$ cat config.mk
export PLATFORM = sky130hd
export DESIGN_NAME = servo_status_frame_parser_unit
export DESIGN_NICKNAME = d
export VERILOG_FILES = /design/src/sv/sspf_pkg.sv /design/src/sv/servo_status_frame_parser_unit.sv
export SDC_FILE = /design/constraint.sdc
export NUM_CORES = 1
export LEC_CHECK = 0
export ABC_AREA = 1
export BUFFER_PORTS_ARGS = -buffer_cell sky130_fd_sc_hd__buf_2
export CORE_ASPECT_RATIO = 0.9
export CORE_UTILIZATION = 50
export CTS_BUF_LIST = sky130_fd_sc_hd__clkbuf_4 sky130_fd_sc_hd__clkbuf_8 sky130_fd_sc_hd__clkbuf_16
export DETAILED_ROUTE_END_ITERATION = 8
export PLACE_DENSITY = 0.71
export RECOVER_POWER = 50
export SLEW_MARGIN = 20
export SYNTH_ARGS = -nofsm -noshare
export SYNTH_HDL_FRONTEND = slang
export SYNTH_SLANG_ARGS = --single-unit
$ cat constraint.sdc
create_clock -name clk -period 2.7 [get_ports clk]
set_input_delay 0 -clock clk [delete_from_list [all_inputs] [get_ports clk]]
set_output_delay 0 -clock clk [all_outputs]
set_load 0.02 [all_outputs]
$ cat src/sv/sspf_pkg.sv
package sspf_pkg;

  localparam logic [7:0] HDR_BYTE    = 8'hFF;
  localparam logic [7:0] ID_RESET    = 8'h01;
  localparam int         NUM_PARAMS  = 8;
  localparam logic [3:0] IDX_SAT     = 4'd9;

  typedef enum logic [1:0] {
    KIND_MEAS  = 2'd0,
    KIND_OTHER = 2'd1,
    KIND_BAD   = 2'd2
  } frame_kind_t;

endpackage

$ cat src/sv/servo_status_frame_parser_unit.sv
// Servo status frame parser. Takes one bus byte per request and follows frames
// FF FF, id, length, body; after a batch start it hunts for the first FF FF pair
// and then expects frames back to back. One result request leaves per finished
// frame (measurement when the id matches cfg_data's stored id, unrecognized
// otherwise) and one per broken header. A byte is taken every cycle while the
// result register is empty or being drained, so throughput is one byte per
// clock; the result of a frame shows on the output the cycle after its last
// byte is accepted. The id register may only be written while no frame is
// being delivered.
module servo_status_frame_parser_unit (
  input  logic        clk,
  input  logic        rst,
  input  logic        cfg_valid,
  output logic        cfg_ready,
  input  logic [7:0]  cfg_data,
  input  logic        in_valid,
  output logic        in_ready,
  input  logic [7:0]  rx_byte,
  input  logic        batch_start,
  output logic        out_valid,
  input  logic        out_ready,
  output logic [1:0]  frame_kind,
  output logic [7:0]  servo_id,
  output logic [7:0]  servo_status,
  output logic [15:0] position,
  output logic [15:0] speed,
  output logic [15:0] load,
  output logic [7:0]  voltage,
  output logic [7:0]  temperature
);

  typedef enum logic [2:0] {
    PH_HDR1 = 3'd0,
    PH_HDR2 = 3'd1,
    PH_ID   = 3'd2,
    PH_LEN  = 3'd3,
    PH_BODY = 3'd4
  } phase_t;

  phase_t      phase, phase_next;
  logic        prev_ff, prev_ff_next;
  logic        synced, synced_next;
  logic [7:0]  frame_id, frame_id_next;
  logic [7:0]  bytes_left, bytes_left_next;
  logic [3:0]  param_index, param_index_next;
  logic [7:0]  cap_status, cap_status_next;
  logic [7:0]  params [sspf_pkg::NUM_PARAMS];
  logic [7:0]  params_next [sspf_pkg::NUM_PARAMS];
  logic [7:0]  expected_id;

  logic        accept;
  logic        is_ff;
  logic        emit_frame;
  logic        emit_bad;
  logic [2:0]  slot;

  assign cfg_ready = 1'b1;
  assign in_ready  = !out_valid || out_ready;
  assign accept    = in_valid && in_ready;
  assign is_ff     = (rx_byte == sspf_pkg::HDR_BYTE);
  assign slot      = param_index[2:0] - 3'd1;

  always_comb begin
    phase_next       = phase;
    prev_ff_next     = prev_ff;
    synced_next      = synced;
    frame_id_next    = frame_id;
    bytes_left_next  = bytes_left;
    param_index_next = param_index;
    cap_status_next  = cap_status;
    params_next      = params;
    emit_frame       = 1'b0;
    emit_bad         = 1'b0;
    if (!synced || batch_start) begin
      synced_next  = prev_ff && !batch_start && is_ff;
      phase_next   = (prev_ff && !batch_start && is_ff) ? PH_ID : PH_HDR1;
      prev_ff_next = is_ff;
    end else begin
      case (phase)
        PH_HDR1: begin
          if (!is_ff) emit_bad = 1'b1;
          else phase_next = PH_HDR2;
        end
        PH_HDR2: begin
          if (!is_ff) emit_bad = 1'b1;
          else phase_next = PH_ID;
        end
        PH_ID: begin
          frame_id_next    = rx_byte;
          cap_status_next  = 8'd0;
          for (int i = 0; i < sspf_pkg::NUM_PARAMS; i++) params_next[i] = 8'd0;
          param_index_next = 4'd0;
          phase_next       = PH_LEN;
        end
        PH_LEN: begin
          bytes_left_next = rx_byte;
          if (rx_byte == 8'd0) begin
            emit_frame = 1'b1;
            phase_next = PH_HDR1;
          end else begin
            phase_next = PH_BODY;
          end
        end
        PH_BODY: begin
          if (bytes_left <= 8'd1) begin
            bytes_left_next = 8'd0;
            emit_frame      = 1'b1;
            phase_next      = PH_HDR1;
          end else begin
            if (param_index == 4'd0) cap_status_next = rx_byte;
            else if (param_index <= 4'd8) params_next[slot] = rx_byte;
            if (param_index < sspf_pkg::IDX_SAT) param_index_next = param_index + 4'd1;
            bytes_left_next = bytes_left - 8'd1;
          end
        end
        default: begin
          phase_next   = PH_HDR1;
          synced_next  = 1'b0;
          prev_ff_next = is_ff;
        end
      endcase
      if (emit_bad) begin
        synced_next  = 1'b0;
        prev_ff_next = 1'b0;
        phase_next   = PH_HDR1;
      end
    end
  end

  always_ff @(posedge clk) begin
    if (rst) begin
      phase       <= PH_HDR1;
      prev_ff     <= 1'b0;
      synced      <= 1'b0;
      frame_id    <= 8'd0;
      bytes_left  <= 8'd0;
      param_index <= 4'd0;
      cap_status  <= 8'd0;
      for (int i = 0; i < sspf_pkg::NUM_PARAMS; i++) params[i] <= 8'd0;
      expected_id <= sspf_pkg::ID_RESET;
      out_valid   <= 1'b0;
    end else begin
      if (cfg_valid) expected_id <= cfg_data;
      if (accept && (emit_frame || emit_bad)) out_valid <= 1'b1;
      else if (out_ready) out_valid <= 1'b0;
      if (accept) begin
        phase       <= phase_next;
        prev_ff     <= prev_ff_next;
        synced      <= synced_next;
        frame_id    <= frame_id_next;
        bytes_left  <= bytes_left_next;
        param_index <= param_index_next;
        cap_status  <= cap_status_next;
        params      <= params_next;
      end
    end
  end

  // result register, payload only
  always_ff @(posedge clk) begin
    if (accept && emit_bad) begin
      frame_kind   <= sspf_pkg::KIND_BAD;
      servo_id     <= 8'd0;
      servo_status <= 8'd0;
      position     <= 16'd0;
      speed        <= 16'd0;
      load         <= 16'd0;
      voltage      <= 8'd0;
      temperature  <= 8'd0;
    end else if (accept && emit_frame) begin
      servo_id <= frame_id;
      if (frame_id == expected_id) begin
        frame_kind   <= sspf_pkg::KIND_MEAS;
        servo_status <= cap_status;
        position     <= {params[1], params[0]};
        speed        <= {params[3], params[2]};
        load         <= {params[5], params[4]};
        voltage      <= params[6];
        temperature  <= params[7];
      end else begin
        frame_kind   <= sspf_pkg::KIND_OTHER;
        servo_status <= 8'd0;
        position     <= 16'd0;
        speed        <= 16'd0;
        load         <= 16'd0;
        voltage      <= 8'd0;
        temperature  <= 8'd0;
      end
    end
  end

endmodule

# == Word-level counts from Yosys, hierarchy flattened ==
# Index checks and enable logic that the tools add are counted.
# totals
regBits,188
in_bits,22
out_inout_bits,85
wordCells,124
# classes
addsub,3
order_cmp,5
n_eq_ne,15
n_mux,46
bitwise_logic,2
reduce_logical,28
# op_table
op,n
2-to-1 mux 64 bit,3
one-hot mux 64 bit (2 select lines),1
bitwise mux 64 bit,1
2-to-1 mux 8 bit,7
2-to-1 mux 16 bit,3
one-hot mux 8 bit (2 select lines),2
demux 8 bit (select 3 bit),1
2-to-1 mux 3 bit,6
2-to-1 mux 1 bit,16
one-hot mux 3 bit (5 select lines),1
"!= test 4 bit, second input constant",3
"!= test 2 bit, second input constant",5
AND reduction 5 bit,2
equality test 8 bit,1
"equality test 8 bit, second input constant",1
"less-or-equal comparator 8 x 1 -> 1 bit, second input constant",1
logical NOT 8 bit,1
2-to-1 mux 4 bit,2
one-hot mux 4 bit (2 select lines),1
"subtractor 8 x 1 -> 8 bit, second input constant",1
logical AND 1 bit,7
"equality test 3 x 2 -> 1 bit, second input constant",2
AND reduction 3 bit,2
AND reduction 6 bit,1
other kinds (22),28

# == Logic depth before layout (Yosys ltp) ==
# depth
word_depth,11
mapped_depth,11
ltp_nobuf,11

# == Least setup slack after synthesis ==
# OpenSTA, ideal clock, no wires.
# synth_timing
path_kind,reg-to-reg
start,register param_index[0]
end,register params[43] (netlist name)
setup_time_ps,70
arrival_ps,1975
t_required_ps,2630
path_slack_ps,655
stages_incl_launch_ff,9
cell_sequence,dfxtp_1 > clkbuf_1 > clkinv_1 > ha_1 > xnor2_1 > nand2_1 > nor2_1 > nand4_1 > a21oi_1
# synth_via
elab_chain_len,11
word_cells_on_any_way,17
cone_classes,add/sub (1); order compare (3); eq/ne (2); mux (7); bitwise (1); reduce/logical (3)
# synth_lines
element,line_no,source
from (decl),servo_status_frame_parser_unit.sv:45,"logic [3:0] param_index, param_index_next;"
from (signal assigned),servo_status_frame_parser_unit.sv:152,param_index <= param_index_next;
subtractor 3 x 1 -> 3 bit,servo_status_frame_parser_unit.sv:61,assign slot = param_index[2:0] - 3'd1;
NOT 3 -> 4 bit (not written as such),servo_status_frame_parser_unit.sv:111,else if (param_index <= 4'd8) params_next[slot] = rx_byte;
greater-or-equal comparator 4 bit (not written as such) or less-than comparator 4 x 1 -> 1 bit (tied branches),servo_status_frame_parser_unit.sv:111,
logical AND 1 bit (not written as such),servo_status_frame_parser_unit.sv:111,
2-to-1 mux 8 bit (not written as such),servo_status_frame_parser_unit.sv:111,
demux 8 bit (select 3 bit),servo_status_frame_parser_unit.sv:111,
bitwise mux 64 bit,servo_status_frame_parser_unit.sv:111,
2-to-1 mux 64 bit,servo_status_frame_parser_unit.sv:111,
2-to-1 mux 64 bit,servo_status_frame_parser_unit.sv:110,if (param_index == 4'd0) cap_status_next = rx_byte;
2-to-1 mux 64 bit,servo_status_frame_parser_unit.sv:105,if (bytes_left <= 8'd1) begin
one-hot mux 64 bit (2 select lines),servo_status_frame_parser_unit.sv:79,case (phase)
to (signal assigned),servo_status_frame_parser_unit.sv:154,params <= params_next;
to (decl),servo_status_frame_parser_unit.sv:47,logic [7:0] params [sspf_pkg::NUM_PARAMS];
# Several ways; a longest one is shown, not always the timed one. The select of a mux whose other input is x is not followed.
# A chain may end at the register's enable or synchronous reset.

# == Worst setup path in the final report ==
# layout_timing
start,register bytes_left[0]
end,register params[30] (netlist name)
# layout_via
elab_chain_len,3
# layout_lines
element,line_no,source
from (decl),servo_status_frame_parser_unit.sv:44,"logic [7:0] bytes_left, bytes_left_next;"
from (signal assigned),servo_status_frame_parser_unit.sv:151,bytes_left <= bytes_left_next;
less-or-equal comparator 8 x 1 -> 1 bit,servo_status_frame_parser_unit.sv:105,
!= test 2 bit (no source line),--,
AND reduction 6 bit (no source line),--,
# No other way between the ends.

==> results.json <==
{
  "io_pins": 107,
  "rr_endpoint": "params[30]$_SDFFE_PP0P_",
  "cp-end-kind": "register",
  "grtUsageTotal_pct": 26.00,
  "regToRegStartpoint": "bytes_left[0]$_SDFFE_PP0P_",
  "antenna_found_initial": 0,
  "cts-buffers-inserted": 17,
  "worst_clock_skew_ns": 0.009255,
  "die_area_um2": 15540,
  "hold_violations": 0,
  "relSlewSlack_pct": 39.64,
  "post-route-period-util_pct": 89.55,
  "drt-pass1-iter-count": 5,
  "rr_worst_depth": 11,
  "grt_max_degree": 73,
  "worstPathRequired_ns": 2.98,
  "yosys.area.top_type": "dfxtp_1",
  "clockBufferDepth": 2,
  "insertion_delay_ns": 0.43,
  "synth_nets": 1016,
  "ant_nets": 0,
  "ys_seq_area_share_pct": 50.02,
  "outcome": "finished, final reports clean",
  "synth.top_cell.area_share_pct": 50.02,
  "slowest_stage": "nor2_4",
  "dpl.hpwl_mm": 12.28,
  "cp.buffers_inverters": 2,
  "min_from": "cfg_valid",
  "critical_path_class": "register to register",
  "tightest_slew_ns": 0.9041,
  "gp_congestion": 0.8760,
  "rsz0062_at_grt": "false",
  "finalCriticalPeriod_ns": 2.418,
  "fill_cells": 1379,
  "fp.dieH_um": 118.4,
  "maxCapViolCount": 0,
  "start_util_pct": 51.14,
  "syn-instance-count": 990,
  "grt_pass1_wl_mm": 32.62,
  "crit_path_max_incr_delay_ns": 0.38,
  "clk_pin_slew_worst_paths_ns": 0.07,
  "setup_tns_ns": 0,
  "tritoncts": "built",
  "final_max_slew_viol_count": 0,
  "root_buffer": "clkbuf_16",
  "synthDistinctLibCells": 26,
  "syn_avg_cell_area_um2": 7.601,
  "drc_errors": 0,
  "vias_per_cell": 5.476,
  "layout-drive-gt1-share_pct": 7.961,
  "syn-cell-area_um2": 7525,
  "critPathMaxFanout": 31,
  "synth.yosys.warnings": 0,
  "fp.dieW_um": 131.3,
  "portBuffers": 105,
  "synth-seq-cells": 188,
  "core_um2": 14710,
  "grt_pass1_vias": 6556,
  "nNetsFinal": 1131,
  "hold_path.class": "input port to register",
  "drt_iter0_drc": 595,
  "p_per_area_nw_per_um2": 622.4,
  "cp.arrival_ns": 2.70,
  "clock-sinks": 188,
  "critPathLaunchType": "register",
  "vdd_ir_drop_max_uv": 421.5,
  "area_growth_pct": 20.22,
  "fin_util_pct": 61.48,
  "hold_end": "expected_id[0]$_SDFFE_PP1P_",
  "reg2reg_setup_slack_ns": 0.28,
  "critPathTopFamily": "simple AND/OR/NAND/NOR gates",
  "cts_max_level": 4,
  "synth_area_leaders": "dfxtp_1, a21oi_1, nand2_1",
  "wl_per_cell_um": 14.98,
  "overflow": 0,
  "drt_wl_total_mm": 19.72,
  "hold_path_depth": 4,
  "p_leak_nw": 3.313,
  "num_rows": 42,
  "fmax_mhz": 413.6,
  "vias": 7206,
  "setup_violations": 0,
  "antenna_cells": 0,
  "cp_cell_sequence": "inv_1 -> ha_1 -> nor2_1 -> nor2_1 -> nand3_2 -> nand2_1 -> nor2_4 -> buf_12 -> nand3_1 -> nand2_1 -> a21oi_1"
}
## repair_timing
action	in CTS	in global routing
gates resized for setup	0	1
endpoints found under the hold margin	23	0
buffers inserted	0	0
hold buffers	26	0
endpoints found under the setup margin	0	2
## per-stage QoR
stage          cell area [um^2]  instances  power [mW]  setup WS (ns)  hold WS, ns
5_1_grt                    9046       1316       5.816        0.03224       0.1354
3_3_place_gp               8315       1258       3.178         0.3767       0.2180
4_1_cts                    9161       1316       5.658         0.3010      0.05055
3_5_place_dp               8315       1258       3.180         0.3111       0.2224
2_1_floorplan              7525        990       3.070         0.6551       0.1221
6_report                   9046       1316       5.630         0.2821      0.08398
## power by group
part           switching [mW]  internal, mW
Sequential             0.0231          2.81
Combinational           0.210         0.107
Clock                    1.08          1.40
Total                    1.31          4.32
## routing by layer
layer / track usage (%) / up-vias / part of all wire (%)
li1: - / 3605 / -
met1: 36.90 / 3349 / 48
met2: 39.10 / 222 / 43
met3: 5.534 / 30 / 6.5
met4: 8.721 / 0 / 1.8
met5: 0 / - / 0
## kinds of logic after synthesis
logic type,after synthesis,synth area share (%)
fa+ha+maj,4,0.6651
xor+xnor,13,1.513
simple gates,455,27.12
flops,188,50.02
buf+inv,109,5.787
other cells,1,0.04984
compound gates,220,14.85
## registers in the layout, summed over array words and instances, names as in the netlist, 3 cells and up
register      flops
bytes_left        8
cap_status        8
expected_id       8
frame_id          8
load             16
param_index       4
params           64
phase             3
position         16
servo_id          8
servo_status      8
speed            16
temperature       8
voltage           8
## how the worst max path moves through the flow
stage / start / end / slack (ns) / cells after the start
floorplan: param_index[0]$_SDFFE_PP0P_ / params[43]$_SDFFE_PP0P_ / 0.66 / 8
global placement: bytes_left[0]$_SDFFE_PP0P_ / params[19]$_SDFFE_PP0P_ / 0.38 / 11
detailed placement: bytes_left[0]$_SDFFE_PP0P_ / params[23]$_SDFFE_PP0P_ / 0.31 / 11
CTS: bytes_left[0]$_SDFFE_PP0P_ / params[23]$_SDFFE_PP0P_ / 0.30 / 11
global route: synced$_SDFFE_PP0P_ / position[13]$_SDFFE_PP0P_ / 0.03 / 9
finish: bytes_left[0]$_SDFFE_PP0P_ / params[30]$_SDFFE_PP0P_ / 0.28 / 11
## cell type report
cell class / instances / area [um^2] / area share (%)
sequential: 188 / 3764 / 41.60
multi-input combinational: 693 / 3346 / 36.98
timing repair buffer: 159 / 930.9 / 10.29
clock buffer: 19 / 446.7 / 4.938
tap: 198 / 247.7 / 2.739
inverter: 46 / 172.7 / 1.909
clock inverter: 13 / 138.9 / 1.535
## synthesized netlist by cell type
master and number:
dfxtp_1 188, nand2_1 187, a21oi_1 163, nand3_1 94
nor2_1 90, nand4_1 72, o21ai_0 50, clkbuf_1 44
inv_1 40, buf_2 18, xnor2_1 10, nor3_1 7
inv_2 5, ha_1 4, o211ai_1 3, xor2_1 3
a31oi_1 2, nor2_4 2, a211oi_1 1, a21oi_2 1
buf_4 1, clkinv_1 1, conb_1 1, nand3_2 1
nor2_2 1, or2_2 1
## placed cells by master (no fill, tap or decap), drive strengths merged, types with 4 or more instances in the layout
master,instances
nand3,95
clkbuf,107
nand4,72
nor3,7
nor2,93
dlygate4sd3,26
a21oi,164
ha,4
nand2,187
dfxtp,188
clkinv,9
xnor2,10
o21ai,50
buf,45
inv,46
## worst register-to-register path, delay by kind of cell, from the launching register on
family          cells  cell delay, ns
simple gates        7            1.28
buf+inv             2            0.33
flops               1            0.35
compound gates      1            0.07
fa+ha+maj           1            0.24
Note: power is estimated with default switching activity, not from simulation.
